===== config.mk =====
export PLATFORM = sky130hd
export DESIGN_NAME = cbsf_sqrt_cell
export DESIGN_NICKNAME = d
export VERILOG_FILES = /design/src/rtl/core/cbsf_pkg.sv /design/src/rtl/core/cbsf_sqrt_cell.sv
export SDC_FILE = /design/constraint.sdc
export NUM_CORES = 1
export LEC_CHECK = 0
export ABC_AREA = 1
export BUFFER_PORTS_ARGS = -buffer_cell sky130_fd_sc_hd__buf_2
export CAP_MARGIN = 20
export CORE_AREA = 2 2 131 133
export CTS_CLUSTER_SIZE = 16
export DETAILED_ROUTE_END_ITERATION = 12
export DIE_AREA = 0 0 133 135
export HOLD_SLACK_MARGIN = 0.03
export PLACE_DENSITY = 0.8
export SLEW_MARGIN = 40
export SYNTH_ARGS = -nofsm -noshare
export SYNTH_HDL_FRONTEND = slang
export SYNTH_SLANG_ARGS = --single-unit

===== constraint.sdc =====
create_clock -name i_clk -period 1.9 [get_ports i_clk]
set_input_delay 0.38 -clock i_clk [delete_from_list [all_inputs] [get_ports i_clk]]
set_output_delay 0.38 -clock i_clk [all_outputs]
set_load 0.02 [all_outputs]

===== src/rtl/core/cbsf_pkg.sv =====
`default_nettype none
// ----------------------------------------------------------------------------
// cbsf_pkg
// Widths, cell state types and constants of the capped bond spring force block.
// ----------------------------------------------------------------------------
package cbsf_pkg;

    localparam int COORD_WIDTH = 32;
    localparam int FRAC_BITS   = 16;

    localparam int DW      = COORD_WIDTH + 1;     // magnitude of one separation component
    localparam int SQW     = 2 * DW;              // sum of squares
    localparam int RTW     = DW;                  // square root
    localparam int SRW     = RTW + 2;             // square root partial remainder
    localparam int SQT_W   = SRW + 2;             // remainder with two radicand bits
    localparam int SQ_CELLS = RTW;
    localparam int DVW     = RTW;                 // divisor and division remainder
    localparam int QW      = COORD_WIDTH;         // dividend shift and quotient
    localparam int LIM_W   = 24;
    localparam int K_W     = 32;
    localparam int RAD_W   = 31;
    localparam int FW      = 48;
    localparam int DIST_W  = 34;
    localparam int PW      = DW + RAD_W;          // separation times radius
    localparam int NW      = RTW + FRAC_BITS;     // scaled deformation numerator
    localparam int NHW     = NW - LIM_W;
    localparam int KMW     = K_W + LIM_W;
    localparam int KMH     = KMW / 2;
    localparam int PPW     = DW + KMH;
    localparam int TW      = DW + KMW;
    localparam int VW      = TW - 2 * FRAC_BITS;
    localparam int CSW     = COORD_WIDTH + 3;

    localparam logic [VW-1:0] V_NEG_LIM = VW'(1) << (FW - 1);
    localparam logic [VW-1:0] V_POS_LIM = V_NEG_LIM - VW'(1);
    localparam logic signed [CSW-1:0] C_MAX = CSW'((64'sd1 <<< (COORD_WIDTH - 1)) - 64'sd1);
    localparam logic signed [CSW-1:0] C_MIN = CSW'(-(64'sd1 <<< (COORD_WIDTH - 1)));

    localparam logic REG_SPRING_K    = 1'b0;
    localparam logic REG_DEFORM_LIMIT = 1'b1;

    typedef struct packed {
        logic [SRW-1:0] rem;
        logic [RTW-1:0] root;
        logic [SQW-1:0] rad;
    } t_sqrt_st;

    typedef struct packed {
        logic [DVW-1:0] rem;
        logic [DVW-1:0] dvs;
        logic [QW-1:0]  dvd;
        logic [QW-1:0]  quo;
    } t_div_st;

endpackage
`default_nettype wire


===== src/rtl/core/cbsf_sqrt_cell.sv =====
`default_nettype none
// ----------------------------------------------------------------------------
// cbsf_sqrt_cell
// One root bit of a pipelined restoring integer square root.
// ----------------------------------------------------------------------------
module cbsf_sqrt_cell (
    input  wire logic                i_clk,
    input  wire logic                i_en,
    input  cbsf_pkg::t_sqrt_st       i_st,
    output cbsf_pkg::t_sqrt_st       o_st
);

    logic [cbsf_pkg::SQT_W-1:0] w_part;
    logic [cbsf_pkg::SQT_W-1:0] w_trial;
    logic                       w_take;
    cbsf_pkg::t_sqrt_st         n_st;
    cbsf_pkg::t_sqrt_st         r_st;

    always_comb begin
        w_part  = {i_st.rem, i_st.rad[cbsf_pkg::SQW-1 -: 2]};
        w_trial = {{(cbsf_pkg::SQT_W - cbsf_pkg::RTW - 2){1'b0}}, i_st.root, 2'b01};
        w_take  = (w_part >= w_trial);
        n_st.rem  = w_take ? cbsf_pkg::SRW'(w_part - w_trial) : w_part[cbsf_pkg::SRW-1:0];
        n_st.root = {i_st.root[cbsf_pkg::RTW-2:0], w_take};
        n_st.rad  = {i_st.rad[cbsf_pkg::SQW-3:0], 2'b00};
    end

    always_ff @(posedge i_clk) begin
        if (i_en) begin
            r_st <= n_st;
        end
    end

    assign o_st = r_st;

endmodule
`default_nettype wire


==> results_dict.tcl <==
set metrics [dict create \
    start_util_pct 45.8 \
    p_sw_w 0.00285 \
    fin_crit_sh_pct 94.8 \
    async_flop_share_pct 0 \
    cts.htree.levels 4 \
    synth_top_area_cell "edfxtp_1" \
    syn_to_final_growth_pct 51.4 \
    synth_seq_cells 132 \
    cp-start-kind "input pin" \
    hold_buffers 0 \
    wl_per_cell_um 16.1 \
    ys_types 34 \
    fp.coreArea_mm2 0.0164 \
    placed_cell_area_mm2 0.0106 \
    ys_top_cells_by_count "nand2_1, edfxtp_1, inv_1, nor2_1, nand3_2" \
    grt_antenna_before_repair 1 \
    topRoutingLayerUsed "met5" \
    place_ws_ns -0.511 \
    die_w_um 133 \
    ir_drop_mv 0.619 \
    end_kind "flip-flop" \
    intPower_w 0.00669 \
    grt_pass1_vias 6902 \
    slew_violations 0 \
    wl_met2_um 11900 \
    sw_frac_of_total_pct 29.9 \
    cts.sinks 132 \
    min_path_type "in2reg" \
    finalInstanceArea_mm2 0.0114 \
    final_util_pct 69.4 \
    cp_max_fo 5 \
    fin_crit_ns 1.80 \
    ys.flop_type "edfxtp_1" \
    drt_iter0_drc 405 \
    vias 6869 \
    worstPathRequired_ns 2.08 \
    drc 0 \
    worstSetupPathType "in2reg" \
    cts_made_buffers 17 \
    grt_overflow 0 \
    power.share.clock_pct 35.3 \
    grt_pass1_wl_um 35700 \
    syn_area_per_cell_um2 9.33 \
    synth.yosys.seq_area_share_pct 52.7 \
    final_nets 1388 \
    cap_violations 0 \
    dp_cells 1416 \
    antenna_cells 0 \
    dp_hpwl_um 18900 \
    n_fill_cell 1318 \
    ant_nets 0 \
    finalHoldViolations 0 \
    post-synth-top-area-fraction_pct 52.7 \
    holdWs_ns 0.131 \
    power.share.combinational_pct 26.7 \
    fmax_mhz 555 \
    place_congestion 0.923 \
    leakage_nw 5.54 \
    vias_per_cell 4.74 \
    fp.dieArea_mm2 0.0180 \
    largest_register_ff_count 132 \
    ys_warn_count 0 \
    multiInputGateArea_mm2 0.00356 \
    pwr_density_cell_mw_per_mm2 838 \
    drt-pass1-iter-count 5 \
    syn_area_mm2 0.00752 \
    synth.most_common_cell "nand2_1" \
    root_buffer "clkbuf_16" \
    path_clk_slew_ns 0.06 \
    power_frac_seq_pct 38.0 \
    portBuffers 267 \
    drive_gt1_share_pct 48.6 \
    critPathArrivalTime_ns 1.98 \
    outcome "finished, final reports clean" \
    routed_wl_um 23300 \
    die_height_um 135 \
    wl_met1_um 9430 \
    io_pins 270 \
    met3_length_um 1560 \
    cts_tree "built" \
    rows 47 \
    worst_slack_ns 0.0991 \
    grt_max_degree 36 \
    register_area_mm2 0.00396 \
    synth_cells 806 \
    cts_buffer_depth 2 \
    synthTopCellsByArea "edfxtp_1, nand2_1, inv_1, ha_1, nand3_2" \
    fin_cells 1449 \
    synth_edf_count 132 \
    grt.total_usage_pct 26.0 \
    finalSetupViolCount 0 \
]
path summary, 6_finish.rpt:
| path | start | to | slack, ns | depth (start not counted) |
|---|---|---|---|---|
| hold / removal | i_st[61] | o_st[63] | 0.13 | 1 |
| setup / recovery | i_st[76] | o_st[118] | 0.1 | 12 |
cell families (layout without fill, tap and decap cells):
family / count (synthesis) / in the layout / share of synthesized area [%]
AND/OR/NAND/NOR: 438 / 438 / 28.0
buffers and inverters: 142 / 564 / 8.24
flip-flops: 132 / 132 / 52.7
AO/OA/AOI/OAI: 41 / 41 / 3.13
adder cells (fa/ha/maj): 35 / 35 / 5.83
XOR/XNOR: 17 / 17 / 1.98
other: 1 / 2 / 0.0499
critical path, cell delays in order:
cell	delay [ns]
buf_2	0.14
inv_8	0.03
ha_4	0.30
nand2_4	0.07
nor2_4	0.13
nand2_2	0.10
nor3_2	0.19
nand3_1	0.08
and3_2	0.23
buf_4	0.18
nand3_1	0.09
nand2_1	0.05
per-stage QoR:
| stage | setup TNS (ns) | power [W] |
|---|---|---|
| floorplan | -0.293 | 0.00508 |
| global placement | -12.31 | 0.00613 |
| detailed placement | -14.21 | 0.00617 |
| CTS | 0 | 0.00955 |
| global route | -0.0761 | 0.00995 |
| finish | 0 | 0.00954 |
placed cells by master, fill, tap and decap left out, types with 4 or more instances in the layout:
master	count
nand2_4	10
clkbuf_16	17
buf_4	127
xor2_1	16
nand2_2	24
o21ai_0	4
nand4_1	6
inv_6	4
nor2_4	8
nor2_2	11
inv_2	13
ha_4	32
nand3_1	36
a21oi_1	17
clkinv_4	4
a21oi_2	8
buf_2	266
nand3_2	44
nor2_1	44
buf_12	7
edfxtp_1	132
nand2_1	235
o21bai_1	7
nand3b_1	8
inv_1	111
repair_timing:
item / 4_1_cts / 5_1_grt
resized for setup: 2 / 29
pin swaps: 0 / 3
setup endpoints to repair: 5 / 35
buffers inserted: 0 / 2
hold endpoints to repair: 0 / 0
area by class of cell:
type	instances	share of cell area (%)
flip-flops and latches	132	34.8
multi-input cells	533	31.3
repair buffers	403	21.6
inverters	130	4.53
clock buffers	17	3.74
well taps	220	2.42
clock inverters	14	1.56
power by group through the flow:
stage	logic [W]	clock network [W]	registers, W
finish	0.00255	0.00337	0.00363
global route	0.00276	0.00354	0.00365
CTS	0.00250	0.00342	0.00363
detailed placement	0.00249	0	0.00368
global placement	0.00245	0	0.00368
floorplan	0.00101	0	0.00407
layer usage:
layer,track usage [%],vias up
met5,0,-
met3,6.72,26
met2,46.7,226
met4,6.93,2
li1,-,3455
met1,31.1,3160
(Power assumes the default switching activity.)
