### src/rtl/core/cbsf_pkg.sv
`default_nettype none
// ----------------------------------------------------------------------------
// cbsf_pkg
// Widths, cell state types and constants of the capped bond spring force block.
// ----------------------------------------------------------------------------
package cbsf_pkg;

    localparam int COORD_WIDTH = 32;
    localparam int FRAC_BITS   = 16;

    localparam int DW      = COORD_WIDTH + 1;     // magnitude of one separation component
    localparam int SQW     = 2 * DW;              // sum of squares
    localparam int RTW     = DW;                  // square root
    localparam int SRW     = RTW + 2;             // square root partial remainder
    localparam int SQT_W   = SRW + 2;             // remainder with two radicand bits
    localparam int SQ_CELLS = RTW;
    localparam int DVW     = RTW;                 // divisor and division remainder
    localparam int QW      = COORD_WIDTH;         // dividend shift and quotient
    localparam int LIM_W   = 24;
    localparam int K_W     = 32;
    localparam int RAD_W   = 31;
    localparam int FW      = 48;
    localparam int DIST_W  = 34;
    localparam int PW      = DW + RAD_W;          // separation times radius
    localparam int NW      = RTW + FRAC_BITS;     // scaled deformation numerator
    localparam int NHW     = NW - LIM_W;
    localparam int KMW     = K_W + LIM_W;
    localparam int KMH     = KMW / 2;
    localparam int PPW     = DW + KMH;
    localparam int TW      = DW + KMW;
    localparam int VW      = TW - 2 * FRAC_BITS;
    localparam int CSW     = COORD_WIDTH + 3;

    localparam logic [VW-1:0] V_NEG_LIM = VW'(1) << (FW - 1);
    localparam logic [VW-1:0] V_POS_LIM = V_NEG_LIM - VW'(1);
    localparam logic signed [CSW-1:0] C_MAX = CSW'((64'sd1 <<< (COORD_WIDTH - 1)) - 64'sd1);
    localparam logic signed [CSW-1:0] C_MIN = CSW'(-(64'sd1 <<< (COORD_WIDTH - 1)));

    localparam logic REG_SPRING_K    = 1'b0;
    localparam logic REG_DEFORM_LIMIT = 1'b1;

    typedef struct packed {
        logic [SRW-1:0] rem;
        logic [RTW-1:0] root;
        logic [SQW-1:0] rad;
    } t_sqrt_st;

    typedef struct packed {
        logic [DVW-1:0] rem;
        logic [DVW-1:0] dvs;
        logic [QW-1:0]  dvd;
        logic [QW-1:0]  quo;
    } t_div_st;

endpackage
`default_nettype wire

### src/rtl/core/cbsf_div_cell.sv
`default_nettype none
// ----------------------------------------------------------------------------
// cbsf_div_cell
// One quotient bit of a pipelined restoring divider.
// ----------------------------------------------------------------------------
module cbsf_div_cell (
    input  wire logic           i_clk,
    input  wire logic           i_en,
    input  cbsf_pkg::t_div_st   i_st,
    output cbsf_pkg::t_div_st   o_st
);

    logic [cbsf_pkg::DVW:0] w_part;
    logic [cbsf_pkg::DVW:0] w_dvs;
    logic                   w_take;
    cbsf_pkg::t_div_st      n_st;
    cbsf_pkg::t_div_st      r_st;

    // The incoming remainder is below the divisor, so the result fits again.
    always_comb begin
        w_part = {i_st.rem, i_st.dvd[cbsf_pkg::QW-1]};
        w_dvs  = {1'b0, i_st.dvs};
        w_take = (w_part >= w_dvs);
        n_st.rem = w_take ? cbsf_pkg::DVW'(w_part - w_dvs) : w_part[cbsf_pkg::DVW-1:0];
        n_st.dvs = i_st.dvs;
        n_st.dvd = {i_st.dvd[cbsf_pkg::QW-2:0], 1'b0};
        n_st.quo = {i_st.quo[cbsf_pkg::QW-2:0], w_take};
    end

    always_ff @(posedge i_clk) begin
        if (i_en) begin
            r_st <= n_st;
        end
    end

    assign o_st = r_st;

endmodule
`default_nettype wire

### config.mk
export PLATFORM = sky130hd
export DESIGN_NAME = cbsf_div_cell
export DESIGN_NICKNAME = d
export VERILOG_FILES = /design/src/rtl/core/cbsf_pkg.sv /design/src/rtl/core/cbsf_div_cell.sv
export SDC_FILE = /design/constraint.sdc
export NUM_CORES = 1
export LEC_CHECK = 0
export ABC_AREA = 1
export BUFFER_PORTS_ARGS = -buffer_cell sky130_fd_sc_hd__buf_2
export CAP_MARGIN = 5
export CORE_ASPECT_RATIO = 1.75
export CORE_MARGIN = 2
export CORE_UTILIZATION = 32
export DETAILED_ROUTE_END_ITERATION = 8
export GPL_TIMING_DRIVEN = 1
export PLACE_DENSITY = 0.53
export SETUP_SLACK_MARGIN = 0.1
export SLEW_MARGIN = 20
export SYNTH_ARGS = -nofsm -noshare
export SYNTH_HDL_FRONTEND = slang
export SYNTH_SLANG_ARGS = --single-unit
### constraint.sdc
create_clock -name i_clk -period 2.55 [get_ports i_clk]
set_input_delay 0.51 -clock i_clk [delete_from_list [all_inputs] [get_ports i_clk]]
set_output_delay 0.51 -clock i_clk [all_outputs]
set_load 0.02 [all_outputs]
==> key figures <==
Outcome
  • Outcome: finished, final reports clean

Drt
  • Via count: 6,147
  • WL final: about 21,000 um
  • Wire length per cell: 15.0 um
  • Vias per cell: approximately 4.3
  • Antenna-violating nets left: 0
  • Initial DRC count: 249
  • DRC: 0
  • DRT Pass-1 Iters: 4

Synthesis
  • YS warnings: 0
  • Post-synthesis mux area share: 0%
  • Register area share after synthesis: 53.8%
  • Main combinational cell family by area after synthesis: simple AND/OR/NAND/NOR gates
  • Compound-Gate Fraction of Synth Area: 1.74%
  • Mapped Nets: 976
  • Syn_area_per_cell: 8.89 um2
  • #FFs+latches synth: around 130
  • Adder-Cell Fraction of Synth Area: 6.01%
  • XOR/XNOR share of the synthesized area: 1.70%
  • Syn Std Cell Area: 0.00720 mm2
  • Simple-Gate Fraction of Synth Area: 27.2%
  • Synth Instances: 810
  • Cell variety after synth: 31

Floorplanning
  • Ports: ~260
  • Die width: about 120 um
  • Rows: 72
  • Die area: 0.0238 mm2
  • Total core area: 0.0221 mm2
  • Die Height: a little over 200 um
  • Initial core utilization: 32.6%

Critical path
  • CP Launch Type: input port
  • Worst Setup End Kind: flip-flop
  • Crit path max fanout: 11
  • Required @ worst endpoint: 2730 ps
  • CP arrival: between 2000 and 2500 ps
  • Crit Path Class: in -> reg

Cells and area
  • Max reg flops: roughly 130
  • Post-layout nets: 1,274
  • Final Cell Area: 0.00967 mm2
  • Non-Filler Instances: approximately 1,400
  • Final core occ: 43.8%
  • Fillers: 2,250
  • Share of cells above drive strength 1: 32.0%
  • Antenna Cells: 0
  • Area grow syn2layout: 34.3%

Clock network
  • Clock Sinks: 129
  • Postcts setup bufs: 0
  • Clk slew on worst S/H paths: 60 ps
  • Cts bufs inserted: 17
  • H-Tree Depth: 4
  • CTS tree: done
  • Root Buffer: clkbuf_16
  • Max clock buf depth: 2
  • Hold_buf cts: 0
  • Post-cts sizing count: 0

Timing
  • Final worst slack: 425 ps
  • Fin. max-slew vios: 0
  • Final setup viols: 0
  • Fmax achieved: 0.471 GHz
  • Minimum clock period: 2120 ps
  • Tcrit/Tclk final: 83.3%
  • RSZ-0062 raised after global routing: false
  • Final hold vios: 0

Placed design
  • HPWL after detailed placement: 17,800 um
  • Final GP Congestion: 0.889
  • Placed cell count: 1,385
  • I/O Buffers: roughly 260
  • Placed cell areas: about 0.0091 mm2
  • Pre-CTS setup slack: -27.8 ps

Power
  • Pwr Density: 675 mW/mm2
  • Combinational share of power: 22.6%
  • VDD IR max: 0.345 mV
  • P_leak: 5.01 nW
  • Total internal power: 0.00463 W
  • Sequential power share: 40.3%
  • Switching portion of total power: 29.1%
  • Clock Power Share: ~37%
  • Total net switching power: 0.00190 W

Global routing
  • Grt total ovfl: 0
  • First-pass GRT wire length: 32,300 um
  • Vias in the first global route: 6,104
  • Initial antenna violation count: 0
  • Pin count of the biggest net entering global routing: 46
  • Global Route Usage Sum: 18.3%

Min path
  • WHS Path Cells: 1
  • Hold Crit Class: in -> reg

Run
  • Max Cap Violations: 0
layout by cell type (no fill, tap or decap), drive strengths merged:
cell	Yosys	final
clkinv	0	6
nor3	11	11
buf	10	289
clkbuf	0	17
xnor2	1	1
conb	1	1
a21oi	21	21
xor2	13	13
o21ai	1	1
edfxtp	129	129
clkinvlp	0	2
bufinv	0	3
nand4	2	2
nor2	41	41
and2	5	5
ha	33	33
fa	1	1
nand3	69	69
and3	1	1
nand2	297	297
nand3b	10	10
or2	2	2
a21o	2	2
inv	160	163
routing by layer:
metal	track usage [%]	routed length, um	share of wire, %	vias to the layer above
met5	0	0	0	-
met4	8.56	671	3.2	0
met3	4.51	1210	5.7	33
met2	37.6	12400	58	215
met1	16.1	6990	33	2734
li1	-	-	-	3165
Yosys cell counts:
master / instances / share of area (%)
nand2_1: 289 / 15
inv_1: 155 / 8.1
edfxtp_1: 129 / 54
nand3_1: 54 / 3.8
nor2_1: 35 / 1.8
ha_1: 33 / 5.7
a21oi_1: 21 / 1.5
nand3_2: 15 / 2.1
xor2_1: 13 / 1.6
nand3b_1: 10 / 1.0
nor3_1: 8 / 0.56
buf_2: 6 / 0.42
nand2_2: 6 / 0.52
and2_1: 5 / 0.43
inv_2: 5 / 0.26
nor2_2: 4 / 0.35
nor3_2: 3 / 0.42
a21o_1: 2 / 0.21
buf_6: 2 / 0.31
nand4_1: 2 / 0.17
nor2_4: 2 / 0.31
or2_2: 2 / 0.17
and3_1: 1 / 0.087
buf_12: 1 / 0.28
buf_4: 1 / 0.10
conb_1: 1 / 0.052
fa_1: 1 / 0.28
nand2_4: 1 / 0.16
nand2_8: 1 / 0.28
o21ai_0: 1 / 0.069
xnor2_1: 1 / 0.12
worst max-delay path, stage by stage:
cell     delay, ps
buf_2          100
inv_1           60
ha_1           140
inv_1           60
fa_1           400
buf_4          160
nand3_1         90
nand3_2         80
nand2_1        110
nand2_2         80
nand2_4        110
nand2_8         90
buf_4          200
nand2_1         70
nand2_1         40
layout make-up:
| cell class | count | area (um2) | area share [%] |
|---|---|---|---|
| sequential | 129 | 3870 | 40.1 |
| multi-input combinational | 511 | 2650 | 27.4 |
| timing repair buffer | 289 | 1590 | 16.4 |
| inverter | 160 | 601 | 6.21 |
| clock buffer | 17 | 425 | 4.40 |
| tap | 296 | 370 | 3.83 |
| clock inverter | 14 | 164 | 1.70 |
metrics by stage:
step	total power, W	setup TNS (ps)	hold slack, ps
final	0.00652	0	251
after floorplan	0.00357	0	609
after detailed placement	0.00417	-219	688
after global routing	0.00684	0	229
after CTS	0.00664	0	213
after global placement	0.00416	0	686
worst paths after layout:
kind	start	to	slack, ps
hold / removal	i_st[9]	o_st[10]$_DFFE_PP_	250
setup / recovery	i_st[63]	o_st[107]$_DFFE_PP_	430
kinds of logic after synthesis:
kind of cell,after synthesis
simple gates,438
xor+xnor,14
compound gates,24
buf+inv,170
other cells,1
fa+ha+maj,34
flops,129
power by group through the flow:
| stage | clock [W] | sequential, W | combinational [W] |
|---|---|---|---|
| finish | 0.00242 | 0.00263 | 0.00147 |
| global route | 0.00256 | 0.00265 | 0.00163 |
| CTS | 0.00250 | 0.00263 | 0.00150 |
| detailed placement | 0 | 0.00267 | 0.00150 |
| global placement | 0 | 0.00267 | 0.00149 |
| floorplan | 0 | 0.00296 | 0.000612 |
No activity file was read; power rests on OpenSTA's default activity.
